$ cat src/hdl/setp_pkg.sv
// Shared types, opcodes and constants of the slot execution-time profiler.
`default_nettype none
package setp_pkg;

   localparam int SLOTS_DEF = 16;
   localparam int SLOT_W    = 4;
   localparam int TS_W      = 32;
   localparam int CNT_W     = 32;
   localparam int INTV_W    = 24;

   localparam logic [1:0] OP_START = 2'd0;
   localparam logic [1:0] OP_END   = 2'd1;
   localparam logic [1:0] OP_CLEAR = 2'd2;
   localparam logic [1:0] OP_READ  = 2'd3;

   localparam logic [INTV_W-1:0] SAT_LIMIT = INTV_W'(9999999);

   typedef struct packed {
      logic [1:0]        opcode;
      logic [SLOT_W-1:0] slot;
      logic [TS_W-1:0]   timestamp_us;
   } req_type;

   typedef struct packed {
      logic [CNT_W-1:0]  entry_count;
      logic [INTV_W-1:0] interval_us;
      logic [TS_W-1:0]   last_duration_us;
      logic [TS_W-1:0]   peak_duration_us;
      logic              measured;
   } rsp_type;

   // Per-slot record held in the slot memory.
   typedef struct packed {
      logic [CNT_W-1:0]  start_count;
      logic [TS_W-1:0]   start_time;
      logic [TS_W-1:0]   end_time;
      logic              armed;
      logic [INTV_W-1:0] interval;
      logic [TS_W-1:0]   duration;
      logic [TS_W-1:0]   peak;
   } rec_type;

   // Controller to datapath.
   typedef struct packed {
      logic load;
      logic commit;
   } cmd_type;

   // Datapath to controller.
   typedef struct packed {
      logic rsp_free;
   } sts_type;

endpackage
`default_nettype wire

$ cat src/hdl/setp_ctrl.sv
// Controller: sequences accept and read-modify-write of one item at a time.
`default_nettype none
module setp_ctrl (
   input  wire logic             clock,
   input  wire logic             reset,
   input  wire logic             req_valid,
   output logic                  req_ready,
   input  wire setp_pkg::sts_type sts,
   output setp_pkg::cmd_type     cmd
);

   localparam logic ST_IDLE = 1'b0;
   localparam logic ST_EXEC = 1'b1;

   logic state_ff;
   logic state_in;

   assign req_ready  = (state_ff == ST_IDLE);
   assign cmd.load   = req_valid && req_ready;
   assign cmd.commit = (state_ff == ST_EXEC) && sts.rsp_free;

   always_comb begin
      state_in = state_ff;
      case (state_ff)
         ST_IDLE: begin
            if (cmd.load) state_in = ST_EXEC;
         end
         ST_EXEC: begin
            if (cmd.commit) state_in = ST_IDLE;
         end
         default: state_in = ST_IDLE;
      endcase
   end

   always_ff @(posedge clock) begin
      if (reset) begin
         state_ff <= ST_IDLE;
      end else begin
         state_ff <= state_in;
      end
   end

endmodule
`default_nettype wire

$ cat src/hdl/setp_dp.sv
// Datapath: slot memory, valid bits, update arithmetic and result register.
`default_nettype none
module setp_dp #(
   parameter int SLOTS = setp_pkg::SLOTS_DEF
) (
   input  wire logic              clock,
   input  wire logic              reset,
   input  wire setp_pkg::req_type req_data,
   input  wire setp_pkg::cmd_type cmd,
   output setp_pkg::sts_type      sts,
   output logic                   rsp_valid,
   input  wire logic              rsp_ready,
   output setp_pkg::rsp_type      rsp_data
);

   localparam int IDX_W = (SLOTS > 1) ? $clog2(SLOTS) : 1;
   localparam int EXT_W = 9;

   setp_pkg::req_type hold_ff;
   setp_pkg::rec_type rd_ff;
   setp_pkg::rec_type mem_ff [SLOTS];
   setp_pkg::rec_type cur;
   setp_pkg::rec_type rec_new;
   setp_pkg::rsp_type rsp_data_ff;
   logic              rsp_valid_ff;
   logic [SLOTS-1:0]  base_vld_ff;
   logic [SLOTS-1:0]  base_vld_in;
   logic [SLOTS-1:0]  stat_vld_ff;
   logic [SLOTS-1:0]  stat_vld_in;

   logic [EXT_W-1:0] req_ext;
   logic [EXT_W-1:0] hold_ext;
   logic [IDX_W-1:0] req_idx;
   logic [IDX_W-1:0] hold_idx;
   logic             in_range;
   logic             done;
   logic [setp_pkg::TS_W-1:0] dur;
   logic [setp_pkg::TS_W-1:0] per;

   assign req_ext  = EXT_W'(req_data.slot);
   assign hold_ext = EXT_W'(hold_ff.slot);
   assign req_idx  = req_ext[IDX_W-1:0];
   assign hold_idx = hold_ext[IDX_W-1:0];
   assign in_range = (hold_ext < EXT_W'(SLOTS));

   assign sts.rsp_free = !rsp_valid_ff || rsp_ready;
   assign rsp_valid    = rsp_valid_ff;
   assign rsp_data     = rsp_data_ff;

   always_comb begin
      cur = rd_ff;
      if (!base_vld_ff[hold_idx]) begin
         cur.start_time = '0;
         cur.end_time   = '0;
         cur.armed      = 1'b0;
      end
      if (!stat_vld_ff[hold_idx] || hold_ff.opcode == setp_pkg::OP_CLEAR) begin
         cur.start_count = '0;
         cur.interval    = '0;
         cur.duration    = '0;
         cur.peak        = '0;
      end
   end

   assign dur = hold_ff.timestamp_us - cur.start_time;
   assign per = hold_ff.timestamp_us - cur.end_time;

   always_comb begin
      rec_new = cur;
      done    = 1'b0;
      case (hold_ff.opcode)
         setp_pkg::OP_START: begin
            rec_new.start_count = cur.start_count + 1'b1;
            rec_new.start_time  = hold_ff.timestamp_us;
            rec_new.armed       = 1'b1;
         end
         setp_pkg::OP_END: begin
            if (cur.armed) begin
               if (per > setp_pkg::TS_W'(setp_pkg::SAT_LIMIT)) begin
                  rec_new.interval = setp_pkg::SAT_LIMIT;
               end else begin
                  rec_new.interval = per[setp_pkg::INTV_W-1:0];
               end
               rec_new.duration = dur;
               if (cur.peak < dur) rec_new.peak = dur;
               rec_new.end_time = hold_ff.timestamp_us;
               rec_new.armed    = 1'b0;
               done             = 1'b1;
            end
         end
         setp_pkg::OP_READ: begin
            if (cur.start_count > setp_pkg::CNT_W'(setp_pkg::SAT_LIMIT)) begin
               rec_new.start_count = '0;
            end
         end
         default: ;
      endcase
   end

   always_comb begin
      base_vld_in = base_vld_ff;
      stat_vld_in = stat_vld_ff;
      if (cmd.commit) begin
         if (hold_ff.opcode == setp_pkg::OP_CLEAR) stat_vld_in = '0;
         if (in_range) begin
            base_vld_in[hold_idx] = 1'b1;
            stat_vld_in[hold_idx] = 1'b1;
         end
      end
   end

   always_ff @(posedge clock) begin
      if (reset) begin
         base_vld_ff  <= '0;
         stat_vld_ff  <= '0;
         rsp_valid_ff <= 1'b0;
      end else begin
         base_vld_ff <= base_vld_in;
         stat_vld_ff <= stat_vld_in;
         if (cmd.commit) begin
            rsp_valid_ff <= 1'b1;
         end else if (rsp_ready) begin
            rsp_valid_ff <= 1'b0;
         end
      end
   end

   always_ff @(posedge clock) begin
      if (cmd.load) begin
         hold_ff <= req_data;
         rd_ff   <= mem_ff[req_idx];
      end
      if (cmd.commit && in_range) begin
         mem_ff[hold_idx] <= rec_new;
      end
   end

   always_ff @(posedge clock) begin
      if (cmd.commit) begin
         if (in_range) begin
            rsp_data_ff.entry_count      <= rec_new.start_count;
            rsp_data_ff.interval_us      <= rec_new.interval;
            rsp_data_ff.last_duration_us <= rec_new.duration;
            rsp_data_ff.peak_duration_us <= rec_new.peak;
            rsp_data_ff.measured         <= done;
         end else begin
            rsp_data_ff <= '0;
         end
      end
   end

endmodule
`default_nettype wire

$ cat src/hdl/slot_execution_time_profiler_core.sv
// Top level of the slot execution-time profiler.
// The request and its slot record are registered on the input transfer; the result register is loaded when it frees.
// A new item is accepted only after the read-modify-write of the slot memory for the last one commits.
// A pending result that is not taken holds the update until the result register frees.
// Reset clears control state and all slot valid bits at once; no clearing pass.
// Clear of all statistics takes effect at once through the valid bits.
`default_nettype none
module slot_execution_time_profiler_core #(
   parameter int SLOTS = setp_pkg::SLOTS_DEF
) (
   input  wire logic              clock,
   input  wire logic              reset,
   input  wire logic              req_valid,
   output logic                   req_ready,
   input  wire setp_pkg::req_type req_data,
   output logic                   rsp_valid,
   input  wire logic              rsp_ready,
   output setp_pkg::rsp_type      rsp_data
);

   setp_pkg::cmd_type cmd;
   setp_pkg::sts_type sts;

   setp_ctrl u_ctrl (
      .clock     (clock),
      .reset     (reset),
      .req_valid (req_valid),
      .req_ready (req_ready),
      .sts       (sts),
      .cmd       (cmd)
   );

   setp_dp #(
      .SLOTS (SLOTS)
   ) u_dp (
      .clock     (clock),
      .reset     (reset),
      .req_data  (req_data),
      .cmd       (cmd),
      .sts       (sts),
      .rsp_valid (rsp_valid),
      .rsp_ready (rsp_ready),
      .rsp_data  (rsp_data)
   );

endmodule
`default_nettype wire
$ cat config.mk
export PLATFORM = sky130hd
export DESIGN_NAME = slot_execution_time_profiler_core
export DESIGN_NICKNAME = d
export VERILOG_FILES = /design/src/hdl/setp_pkg.sv /design/src/hdl/setp_ctrl.sv /design/src/hdl/setp_dp.sv /design/src/hdl/slot_execution_time_profiler_core.sv
export SDC_FILE = /design/constraint.sdc
export NUM_CORES = 2
export LEC_CHECK = 0
export BUFFER_PORTS_ARGS = -buffer_cell sky130_fd_sc_hd__clkbuf_2
export CORE_ASPECT_RATIO = 1.75
export CORE_MARGIN = 1.5
export CORE_UTILIZATION = 52
export DETAILED_ROUTE_END_ITERATION = 6
export GPL_TIMING_DRIVEN = 0
export PLACE_DENSITY_LB_ADDON = 0.12
export REMOVE_ABC_BUFFERS = 1
export SETUP_SLACK_MARGIN = 0.15
export SLEW_MARGIN = 20
export SYNTH_ARGS = -nofsm -noshare
export SYNTH_HDL_FRONTEND = slang
export SYNTH_SLANG_ARGS = --single-unit
export TNS_END_PERCENT = 1
$ cat constraint.sdc
create_clock -name clock -period 28.6 [get_ports clock]
set_input_delay 4.29 -clock clock [delete_from_list [all_inputs] [get_ports clock]]
set_output_delay 4.29 -clock clock [all_outputs]
set_load 0.02 [all_outputs]
==> impl_metrics.ini <==
[run_status]
outcome = finished clean

[logic_synthesis]
synthTopCellsByArea = edfxtp_1 76%, mux4_2 16%, ha_1 0.94%, nand2_1 0.71%, o21ai_0 0.65%
synth-async-reset-ratio = 0
syn_area_um2 = 129900
synth_top_family_by_area = multiplexers
netlist_instances = 5924
ys_types = 71
synth.avg_cell_area_um2 = 21.94
synth_xor_area_frac = 0.003033
synth_area_leader_cell = edfxtp_1
synth_simple_gate_area_frac = 0.02302
yosys_warnings = 0
synth-seq-cells = 3338
synth_edf_count = 3304
yosysTopAreaCellShare = 0.7635
synth_mux_area_frac = 0.1606
synth_compound_area_frac = 0.02488
ys.flop_type = edfxtp_1
yosysSeqAreaShare = 0.7688
synthAdderAreaFrac = 0.009744

[cts]
path_clk_slew_ns = 0.06
cts_tree = done
clock_path_buffers = 4
h-tree-depth = 5
clock_sinks = 3338
root_buffer = clkbuf_16
worst_skew_pair.late_latency_ns = 0.88
post_cts_resized = 0
holdBufCountCts = 0
post_cts_buffers = 0
cts_buffers = 302

[die]
die_width_um = 380.9
fp.dieH_um = 664.3
core_um2 = 248300
io_pins = 165
dieArea_um2 = 253000
initial_core_util = 0.5234
row_count = 242

[place]
dp_slack_ns = 19.30
portBuffers = 164
detailed_place_hpwl_um = 202700
placement.cell_area_um2 = 141400
place.gp.congestion = 0.7901
place_inst = 9459

[routing]
vias = 63171
wl_per_cell_um = 31.71
drt_iter0_drc = 6704
routed_wirelength_um = 316900
firstDrtPassIters = 5
via_per_inst = 6.322
remaining_drc_errors = 0
antenna_left = 0

[sta]
slew_headroom = 0.2259
timing.final.ws_setup_ns = 19.40
tightest_slew_ns = 1.153
fin_crit_sh = 0.3216
setup_viol = 0
period_needed_ns = 9.198
maxSlewViolCount = 0
fin_skew_ns = 0.05367
hold_viol = 0
max_freq_mhz = 108.7
rsz0062_at_grt = no
tns_ns = 0

[pwr]
clkPwrFrac = 0.402
p_leak_nw = 50.68
seq_power_share = 0.545
combPwrFrac = 0.053
p_int_mw = 7.876
total_power_mw = 9.976
swShare = 0.2104
p_sw_mw = 2.099
powerDensity_nw_per_um2 = 66.01
peakVddDrop_uv = 61.31

[worst_setup_path]
max_stage_delay_ns = 0.90
cpMostUsedCell = a21o_1
startpoint_type = flip-flop
slowest_stage = edfxtp_1
critPathRequiredTime_ns = 29.10
worst-path-buf-inv = 2
worstPathMaxFanout = 40
arrival_ns = 9.70
path_class = flip-flop to flip-flop
crit_family = compound AO/OA/AOI/OAI gates
worst_setup_path_end_kind = flip-flop

[flow_run]
max_cap_violations = 0

[finish]
final_nets = 6611
drive_above_1_share = 0.2922
syn_to_final_growth_pct = 16.29
postLayoutCellArea_um2 = 151100
post_layout_nonfiller_instances = 9993

[global_route]
antenna_found_initial = 7
grt_usage = 0.2516
grt_max_degree = 74
grt_pass1_vias = 65831
grt.overflow.total = 0
grt_pass1_wl_um = 461400

[worst_hold_path]
hold_path_class = flip-flop to flip-flop
==> path summary, 6_finish.rpt <==
| kind | end | slack (ns) | depth (start not counted) | from |
|---|---|---|---|---|
| worst max register to register | u_dp.mem_ff[10][7] | 19.40 | 25 | u_dp.hold_idx[0] |
| worst max-delay path | u_dp.mem_ff[10][7] | 19.40 | 25 | u_dp.hold_idx[0] |
| worst min-delay path | u_dp.stat_vld_ff[0] | 0.47 | 2 | u_dp.stat_vld_ff[0] |
| worst min register to register | u_dp.stat_vld_ff[0] | 0.47 | 2 | u_dp.stat_vld_ff[0] |
==> placed cells by master (no fill, tap or decap), types with 43 or more instances in the layout <==
cell | synthesis | final
a21o_1 | 43 | 43
a21oi_1 | 137 | 120
buf_12 | 0 | 86
buf_16 | 0 | 170
buf_4 | 2 | 101
clkbuf_1 | 224 | 54
clkbuf_16 | 0 | 312
clkbuf_2 | 0 | 160
clkinv_1 | 1 | 62
clkinv_2 | 0 | 54
edfxtp_1 | 3304 | 3304
ha_1 | 98 | 97
mux4_2 | 913 | 913
nand2_1 | 246 | 246
nand3_1 | 66 | 65
nor2_1 | 123 | 110
o21ai_0 | 169 | 67
o21ai_1 | 32 | 124
==> synthesized netlist by cell type, types with 43 or more instances <==
cell      count
a21o_1       43
a21oi_1     137
and2_1       43
buf_1        64
clkbuf_1    224
edfxtp_1   3304
ha_1         98
mux4_2      913
nand2_1     246
nand3_1      66
nor2_1      123
o21ai_0     169
==> routing by layer <==
layer	global-route usage	wire [um]
met1	0.3433	126300
met2	0.4297	163400
met3	0.03018	17820
met4	0.07314	9280
met5	0	50
==> cells by family (layout without fill, tap and decap cells) <==
kind of cell / Yosys count / after routing
DFF: 3338 / 3338
muxes: 944 / 944
and+or+nand+nor: 633 / 633
AOI/OAI and AO/OA: 532 / 532
buffers and inverters: 332 / 1105
adders and majority gates: 100 / 100
xor gates and xnor gates: 45 / 45
other: 0 / 2
==> registers in the layout, summed over array words and instances (netlist names) <==
register,count
u_dp.rd_ff,185
u_dp.base_vld_ff,16
u_dp.hold_ff,34
u_dp.rsp_data,121
u_dp.rsp_valid,1
u_dp.stat_vld_ff,16
u_ctrl.state_ff,1
u_dp.mem_ff,2960
u_dp.hold_idx,4
==> metrics by stage <==
step,hold WS [ns],utilization
global route,0.4812,0.6086
global placement,0.4366,0.5386
CTS,0.4621,0.6079
floorplan,0.4165,-
finish,0.4667,0.6086
detailed placement,0.4534,0.5694
==> final cells by class <==
class,count,area [um2]
repair buffers,540,8240
well taps,3294,4121
clock buffers,368,8038
multi-input cells,2254,29170
inverters,33,136.4
clock inverters,164,1513
diodes,2,5.005
flip-flops and latches,3338,99900
fillers,17236,97170
==> worst register-to-register path: stages, from the launching register on <==
cell and delay, ns:
edfxtp_1 0.90, mux4_2 0.60, mux2i_1 0.29, mux2i_4 0.27
and2_1 0.27, ha_1 0.22, inv_1 0.09, fa_1 0.24
a21o_1 0.18, nand4_1 0.12, a21boi_0 0.51, o31ai_2 0.28
a211oi_1 0.80, o21ai_0 0.26, nand2b_1 0.12, a21oi_1 0.08
xor2_1 0.52, ha_1 0.37, a21o_1 0.16, a21o_1 0.17
a21o_1 0.17, a21oi_1 0.12, o21ai_0 0.30, a211o_4 0.60
buf_12 0.24, o21ai_1 0.95
==> power by group through the flow <==
stage	sequential, mW	clock (mW)	combinational [mW]
finish	5.44	4.01	0.529
global route	5.44	4.24	0.564
CTS	5.44	4.08	0.537
detailed placement	5.54	0	0.535
global placement	5.61	0	0.796
floorplan	5.56	0	0.262
(Power assumes the default switching activity.)
